$ cat src/spq_pkg.sv
// Shared types and constants for the sorted priority queue.
// Used by the controller, the datapath, the top level and the checker.
`default_nettype none

package spq_pkg;

  // Built number of entries in the sorted store.
  localparam int unsigned DEPTH = 16;

  // Fixed field widths of the channels.
  localparam int unsigned DATA_W = 32;
  localparam int unsigned CAP_W  = 5;
  localparam int unsigned OCC_W  = 5;
  localparam int unsigned STAT_W = 2;

  // Internal widths derived from the depth.
  localparam int unsigned CNT_W = $clog2(DEPTH + 1);
  localparam int unsigned CMP_W = (CNT_W > CAP_W) ? CNT_W : CAP_W;

  // Capacity after reset.
  localparam logic [CAP_W-1:0] CAP_RESET = CAP_W'(16);

  typedef enum logic [0:0] {
    OP_INSERT = 1'b0,
    OP_REMOVE = 1'b1
  } op_e;

  typedef enum logic [STAT_W-1:0] {
    ST_DONE  = 2'd0,
    ST_FULL  = 2'd1,
    ST_EMPTY = 2'd2
  } status_e;

  typedef enum logic [1:0] {
    S_IDLE,
    S_EXEC,
    S_RESP
  } ctrl_state_e;

  // Commands from the controller to the datapath.
  typedef struct packed {
    logic latch;    // capture the incoming operation and value
    logic execute;  // update the store and load the result registers
  } spq_cmd_t;

endpackage

`default_nettype wire

$ cat src/spq_ctrl.sv
// Controller state machine of the sorted priority queue.
// Depends on spq_pkg for the state enum and the command struct.
`default_nettype none

module spq_ctrl (
  input  wire logic          clk_i,
  input  wire logic          rst_ni,
  input  wire logic          in_valid_i,
  output logic               in_ready_o,
  output logic               out_valid_o,
  input  wire logic          out_ready_i,
  output spq_pkg::spq_cmd_t  cmd_o
);

  spq_pkg::ctrl_state_e state_q, state_d;

  always_ff @(posedge clk_i or negedge rst_ni) begin
    if (!rst_ni) begin
      state_q <= spq_pkg::S_IDLE;
    end else begin
      state_q <= state_d;
    end
  end

  always_comb begin
    state_d       = state_q;
    in_ready_o    = 1'b0;
    out_valid_o   = 1'b0;
    cmd_o.latch   = 1'b0;
    cmd_o.execute = 1'b0;
    unique case (state_q)
      spq_pkg::S_IDLE: begin
        in_ready_o = 1'b1;
        if (in_valid_i) begin
          cmd_o.latch = 1'b1;
          state_d     = spq_pkg::S_EXEC;
        end
      end
      spq_pkg::S_EXEC: begin
        cmd_o.execute = 1'b1;
        state_d       = spq_pkg::S_RESP;
      end
      spq_pkg::S_RESP: begin
        out_valid_o = 1'b1;
        // The next item may enter in the cycle the result is taken.
        in_ready_o  = out_ready_i;
        if (out_ready_i) begin
          if (in_valid_i) begin
            cmd_o.latch = 1'b1;
            state_d     = spq_pkg::S_EXEC;
          end else begin
            state_d = spq_pkg::S_IDLE;
          end
        end
      end
      default: begin
        state_d = spq_pkg::S_IDLE;
      end
    endcase
  end

endmodule

`default_nettype wire

$ cat src/spq_datapath.sv
// Datapath of the sorted priority queue: shift-register store, count,
// capacity register and result registers. Depends on spq_pkg.
`default_nettype none

module spq_datapath (
  input  wire logic                          clk_i,
  input  wire logic                          rst_ni,
  input  wire spq_pkg::spq_cmd_t             cmd_i,
  input  wire logic                          operation_i,
  input  wire logic signed [spq_pkg::DATA_W-1:0] value_i,
  input  wire logic                          cfg_valid_i,
  input  wire logic [spq_pkg::CAP_W-1:0]     cfg_data_i,
  output logic [spq_pkg::STAT_W-1:0]         status_o,
  output logic signed [spq_pkg::DATA_W-1:0]  removed_value_o,
  output logic [spq_pkg::OCC_W-1:0]          occupancy_o
);

  localparam int unsigned DEPTH = spq_pkg::DEPTH;
  localparam int unsigned CNT_W = spq_pkg::CNT_W;
  localparam int unsigned CMP_W = spq_pkg::CMP_W;

  logic                              op_q;
  logic signed [spq_pkg::DATA_W-1:0] val_q;
  logic signed [spq_pkg::DATA_W-1:0] entries_q [DEPTH];
  logic signed [spq_pkg::DATA_W-1:0] ins_d     [DEPTH];
  logic signed [spq_pkg::DATA_W-1:0] rem_d     [DEPTH];
  logic [DEPTH-1:0]                  lt;
  logic [CNT_W-1:0]                  count_q, count_d;
  logic [spq_pkg::CAP_W-1:0]         cap_q;
  logic [CMP_W-1:0]                  eff_cap;
  logic                              full, empty;
  logic [spq_pkg::STAT_W-1:0]        status_q, status_d;
  logic signed [spq_pkg::DATA_W-1:0] removed_q, removed_d;
  logic                              do_insert, do_remove;

  // Capacity saturates at the built depth.
  always_comb begin
    if (CMP_W'(cap_q) > CMP_W'(DEPTH)) begin
      eff_cap = CMP_W'(DEPTH);
    end else begin
      eff_cap = CMP_W'(cap_q);
    end
  end

  assign full      = CMP_W'(count_q) >= eff_cap;
  assign empty     = (count_q == '0);
  assign do_insert = (op_q == spq_pkg::OP_INSERT) && !full;
  assign do_remove = (op_q == spq_pkg::OP_REMOVE) && !empty;

  // Each cell compares the new value with its own entry. Because the store
  // is sorted, the flags are clear below the insert point and set above it.
  for (genvar i = 0; i < DEPTH; i++) begin : g_cell
    assign lt[i] = (CNT_W'(i) < count_q) && (val_q < entries_q[i]);

    if (i == 0) begin : g_first
      assign ins_d[i] = (lt[i] || (count_q == CNT_W'(i))) ? val_q : entries_q[i];
    end else begin : g_rest
      assign ins_d[i] = lt[i-1] ? entries_q[i-1] :
                        (lt[i] || (count_q == CNT_W'(i))) ? val_q : entries_q[i];
    end

    if (i == DEPTH - 1) begin : g_last
      assign rem_d[i] = entries_q[i];
    end else begin : g_mid
      assign rem_d[i] = entries_q[i+1];
    end
  end

  always_comb begin
    count_d   = count_q;
    status_d  = spq_pkg::ST_DONE;
    removed_d = '0;
    if (op_q == spq_pkg::OP_INSERT) begin
      if (full) begin
        status_d = spq_pkg::ST_FULL;
      end else begin
        count_d = count_q + CNT_W'(1);
      end
    end else begin
      if (empty) begin
        status_d = spq_pkg::ST_EMPTY;
      end else begin
        removed_d = entries_q[0];
        count_d   = count_q - CNT_W'(1);
      end
    end
  end

  always_ff @(posedge clk_i or negedge rst_ni) begin
    if (!rst_ni) begin
      count_q <= '0;
      cap_q   <= spq_pkg::CAP_RESET;
    end else begin
      if (cmd_i.execute) begin
        count_q <= count_d;
      end
      if (cfg_valid_i) begin
        cap_q <= cfg_data_i;
      end
    end
  end

  always_ff @(posedge clk_i) begin
    if (cmd_i.latch) begin
      op_q  <= operation_i;
      val_q <= value_i;
    end
    if (cmd_i.execute) begin
      status_q  <= status_d;
      removed_q <= removed_d;
    end
    for (int i = 0; i < DEPTH; i++) begin
      if (cmd_i.execute && do_insert) begin
        entries_q[i] <= ins_d[i];
      end else if (cmd_i.execute && do_remove) begin
        entries_q[i] <= rem_d[i];
      end
    end
  end

  assign status_o        = status_q;
  assign removed_value_o = removed_q;
  assign occupancy_o     = spq_pkg::OCC_W'(count_q);

endmodule

`default_nettype wire

$ cat src/sorted_priority_queue.sv
// Sorted priority queue, top level: joins the controller and the datapath.
// Depends on spq_pkg, spq_ctrl and spq_datapath.
//
// The block keeps up to 16 signed 32-bit values in ascending order. Each
// input transaction carries an operation (insert or remove smallest) and a
// value; each one produces exactly one output transaction with a status,
// the removed value (zero unless a remove succeeded) and the occupancy
// after the item. Equal values leave in the order they arrived.
//
// An accepted item is captured when taken, applied to the shift-register
// store in the next cycle, and its result is shown from the one after.
// The store update is a single pass of per-cell compares, and the
// controller takes one item at a time: the next input transaction is
// accepted in the same cycle its predecessor's result is taken. While the
// receiver stalls, the result is held and no new input is accepted.
//
// The configuration channel writes the capacity (values above the depth
// act as the depth, zero refuses every insert). It is always ready; the
// user must write it only while the queue is idle, which the block does
// not enforce. Reset empties the queue and sets the capacity to 16;
// stored entries need no clearing since only occupied slots are ever read.
`default_nettype none

module sorted_priority_queue (
  input  wire logic                              clk_i,
  input  wire logic                              rst_ni,
  // Input channel.
  input  wire logic                              in_valid_i,
  output logic                                   in_ready_o,
  input  wire logic                              operation_i,
  input  wire logic signed [spq_pkg::DATA_W-1:0] value_i,
  // Output channel.
  output logic                                   out_valid_o,
  input  wire logic                              out_ready_i,
  output logic [spq_pkg::STAT_W-1:0]             status_o,
  output logic signed [spq_pkg::DATA_W-1:0]      removed_value_o,
  output logic [spq_pkg::OCC_W-1:0]              occupancy_o,
  // Configuration channel: capacity register.
  input  wire logic                              cfg_valid_i,
  output logic                                   cfg_ready_o,
  input  wire logic [spq_pkg::CAP_W-1:0]         cfg_data_i
);

  spq_pkg::spq_cmd_t cmd;

  // The capacity register takes a write in any cycle.
  assign cfg_ready_o = 1'b1;

  spq_ctrl u_ctrl (
    .clk_i       (clk_i),
    .rst_ni      (rst_ni),
    .in_valid_i  (in_valid_i),
    .in_ready_o  (in_ready_o),
    .out_valid_o (out_valid_o),
    .out_ready_i (out_ready_i),
    .cmd_o       (cmd)
  );

  spq_datapath u_datapath (
    .clk_i           (clk_i),
    .rst_ni          (rst_ni),
    .cmd_i           (cmd),
    .operation_i     (operation_i),
    .value_i         (value_i),
    .cfg_valid_i     (cfg_valid_i),
    .cfg_data_i      (cfg_data_i),
    .status_o        (status_o),
    .removed_value_o (removed_value_o),
    .occupancy_o     (occupancy_o)
  );

endmodule

`default_nettype wire

$ cat config.mk
export PLATFORM = sky130hd
export DESIGN_NAME = sorted_priority_queue
export DESIGN_NICKNAME = d
export VERILOG_FILES = /design/src/spq_pkg.sv /design/src/spq_ctrl.sv /design/src/spq_datapath.sv /design/src/sorted_priority_queue.sv
export SDC_FILE = /design/constraint.sdc
export NUM_CORES = 2
export LEC_CHECK = 0
export BUFFER_PORTS_ARGS = -buffer_cell sky130_fd_sc_hd__buf_2
export CAP_MARGIN = 5
export CORE_MARGIN = 10
export CORE_UTILIZATION = 43
export CTS_CLUSTER_DIAMETER = 100
export DETAILED_ROUTE_END_ITERATION = 10
export HOLD_SLACK_MARGIN = 0.02
export MAX_ROUTING_LAYER = met4
export PLACE_DENSITY_LB_ADDON = 0.25
export SLEW_MARGIN = 20
export SYNTH_ARGS = -nofsm -noshare
export SYNTH_HDL_FRONTEND = slang
export SYNTH_SLANG_ARGS = --single-unit
$ cat constraint.sdc
create_clock -name clk_i -period 6.8 [get_ports clk_i]
set_clock_uncertainty 0.05 [all_clocks]
set_input_delay 1.02 -clock clk_i [delete_from_list [all_inputs] [get_ports clk_i]]
set_output_delay 1.02 -clock clk_i [all_outputs]
set_load 0.02 [all_outputs]
==> metrics <==
status=finished clean; Resize count post-CTS=0; first-pass GRT wire length=174000 um; # diodes=0; Clock Tree Buf Depth=3; largest net degree at the start of global routing=222; All-Layer GR Usage=20.9%; Critical Path Source Type=flop; number of routed nets with antenna violations=0; pre-CTS WS=1800 ps; critical path type=reg -> reg; initial drt markers=3009; Layout area overhead=10.1%; CP max FO=221; post-synthesis adder-cell area fraction=15.6%; core area=93300 um^2; RSZ-0062 raised after global routing=false; CTS H-tree lvls=3; Post-synth top cells=edfxtp_1, inv_1, ha_1; Yosys reg bits=591; Max Fclk=0.194 GHz; Worst-path clk slew=60 ps; gpl congestion=0.878; post-synthesis xor/xnor area fraction=0.108%; fraction of final layout cells sized beyond drive strength 1=8.36%; Tightest Pin Transition=1090 ps; CTS tree=done; worst skew pair latency=610 ps; Final period util=76.0%; CTS root buf=clkbuf_16; top post-synthesis cells by area=edfxtp_1, ha_1, a221o_1, inv_1, nor3_1; CTS sink count=591; CTS buffer count=71; mux cell area share after synthesis=4.71%; synthesized area=40500 um^2; FP Rows=112; post-route setup TNS=0 ps; DIE AREA=107000 um^2; Hold Buf Count CTS=0; largest family of logic cells by synthesized area=compound AO/OA/AOI/OAI gates; Die W=327 um; Final Setup Violations=0; detailed placer's ending HPWL=84000 um; Vias=30800; Crit path required time=7110 ps; Mean Syn Cell Area=10.3 um^2; total gr overflow=0; Post-synth EDFFs=579; Peak VDD IR=180 uV; First-pass DRT Iterations=6; total wire length=111000 um; HP Class=in -> async; syn nets=4479; Min Hold Slack=238 ps; Syn Inst Count=3930; Synth Area in Simple Gates=11.5%; Pwr per Cell Area=344 nW/um^2; Top Ports=85; WP data arrival=5480 ps; Tmin final=5170 ps; Unique masters post-synth=73; routed len/inst=21.3 um; I/O Buffers=83; Via density=5.90; Hold Vio Cnt, Final=0; initial antenna violation count=1; Max transition margin=27.1%; Post CTS Setup Buffer Count=0; Synth area leader=edfxtp_1; share of the synthesized area in the top cell type=43.0%; Primary FF master, synth=edfxtp_1; Seq/Total Area, Yosys=43.7%; cell with the most instances after synthesis=edfxtp_1; Yosys warnings=0; die height=327 um; Initial Util=43.3%; Leak Pwr=18.6 nW; vias in the first global route=29600; fin nets=4470; final setup margin=1630 ps; post-synthesis compound-gate area fraction=17.1%; detailed-route DRC error count=0; FFs w/ async S/R, synth=2.03%; Slew Viols, Final=0; maxcap violations=0; Worst setup EP type=flop
## cell usage in the layout (no fill, tap or decap), types with 11 or more instances in the layout
cell type,synthesis,final
edfxtp_1,579,579
inv_1,512,511
ha_1,506,506
nor3_1,331,331
a221o_1,310,310
nand2_1,268,265
o21ai_0,238,229
a21oi_1,197,196
mux2i_1,145,141
buf_2,45,83
nor2_1,80,80
a21o_1,74,74
clkbuf_16,0,73
nand4_1,68,68
and2_1,69,67
buf_4,1,67
mux2_2,38,38
nand3_1,27,27
nand2b_1,20,20
o21a_1,18,17
a211oi_1,18,17
nor2b_1,16,15
clkbuf_1,150,15
nor4_1,13,13
o211ai_1,13,13
a221oi_1,13,13
clkinv_1,0,13
dfrtp_1,11,11
## report_power, final
part / total [mW] / leakage (nW) / switching [mW] / internal (mW)
sequential: 5.72 / 5.49 / 0.553 / 5.16
clock: 3.76 / 1.08 / 1.56 / 2.20
combinational: 5.87 / 12.1 / 3.54 / 2.33
total: 15.3 / 18.6 / 5.65 / 9.69
## path summary, 6_finish.rpt
kind / endpoint / cells past startpoint / startpoint / slack [ps]
worst max-delay path: u_datapath.entries_q[11][1]$_DFFE_PP_ / 11 / u_datapath.occupancy_o[1]$_DFFE_PN0P_ / 1630
worst min-delay path: u_datapath.cap_q[3]$_DFFE_PN0P_ / 1 / rst_ni / 240
worst max register to register: u_datapath.entries_q[11][1]$_DFFE_PP_ / 11 / u_datapath.occupancy_o[1]$_DFFE_PN0P_ / 1630
worst min register to register: u_datapath.cap_q[0]$_DFFE_PN0P_ / 1 / u_datapath.cap_q[0]$_DFFE_PN0P_ / 460
max in group asynchronous: u_datapath.cap_q[4]$_DFFE_PN1P_ / 1 / rst_ni / 6180
min in group clk_i: u_datapath.cap_q[0]$_DFFE_PN0P_ / 1 / u_datapath.cap_q[0]$_DFFE_PN0P_ / 460
## cell families (layout without fill, tap and decap cells)
kind of cell,after synthesis,count (layout)
AO/OA/AOI/OAI,949,949
flip-flops,591,591
XOR/XNOR,5,5
other,1,1
adder cells (fa/ha/maj),506,506
AND/OR/NAND/NOR,942,942
buffers and inverters,751,791
multiplexers,185,185
## per-stage QoR
step / power [mW] / area (um^2) / utilization (%) / cells
3_5_place_dp: 11.6 / 42300 / 45.3 / 5100
2_1_floorplan: 9.97 / 40500 / - / 3930
5_1_grt: 16.3 / 44600 / 47.7 / 5224
4_1_cts: 15.4 / 44500 / 47.7 / 5222
3_3_place_gp: 11.4 / 42300 / 45.3 / 5100
6_report: 15.3 / 44600 / 47.7 / 5224
## layer usage
layer	track usage (%)	routed length, um
met3	2.31	6120
met5	-	0
met2	29.7	46400
met4	6.95	3760
met1	30.5	55200
## worst max-delay path, stage by stage, from the launching register on
cell and delay, ps:
dfrtp_1 850, inv_1 300, ha_1 320, nor2b_1 210
and2_1 310, nor2b_2 130, buf_4 330, and2_4 440
buf_12 550, buf_12 590, nor3_1 160, a221o_1 300
## registers in the layout, summed over array words and instances (netlist names)
| register | flops |
|---|---|
| u_datapath.status_o | 2 |
| u_datapath.cap_q | 5 |
| u_datapath.val_q | 32 |
| u_datapath.entries_q | 512 |
| u_datapath.removed_value_o | 32 |
| u_datapath.op_q | 1 |
| u_datapath.occupancy_o | 5 |
| u_ctrl.state_q | 2 |
## layout make-up
| type | instances | area (um^2) |
|---|---|---|
| sequential | 591 | 17700 |
| timing repair buffer | 157 | 1070 |
| clock buffer | 89 | 1900 |
| inverter | 512 | 1920 |
| tap | 1254 | 1570 |
| multi-input combinational | 2588 | 20100 |
| clock inverter | 33 | 317 |
| fill | 8780 | 48800 |
(Power assumes the default switching activity.)
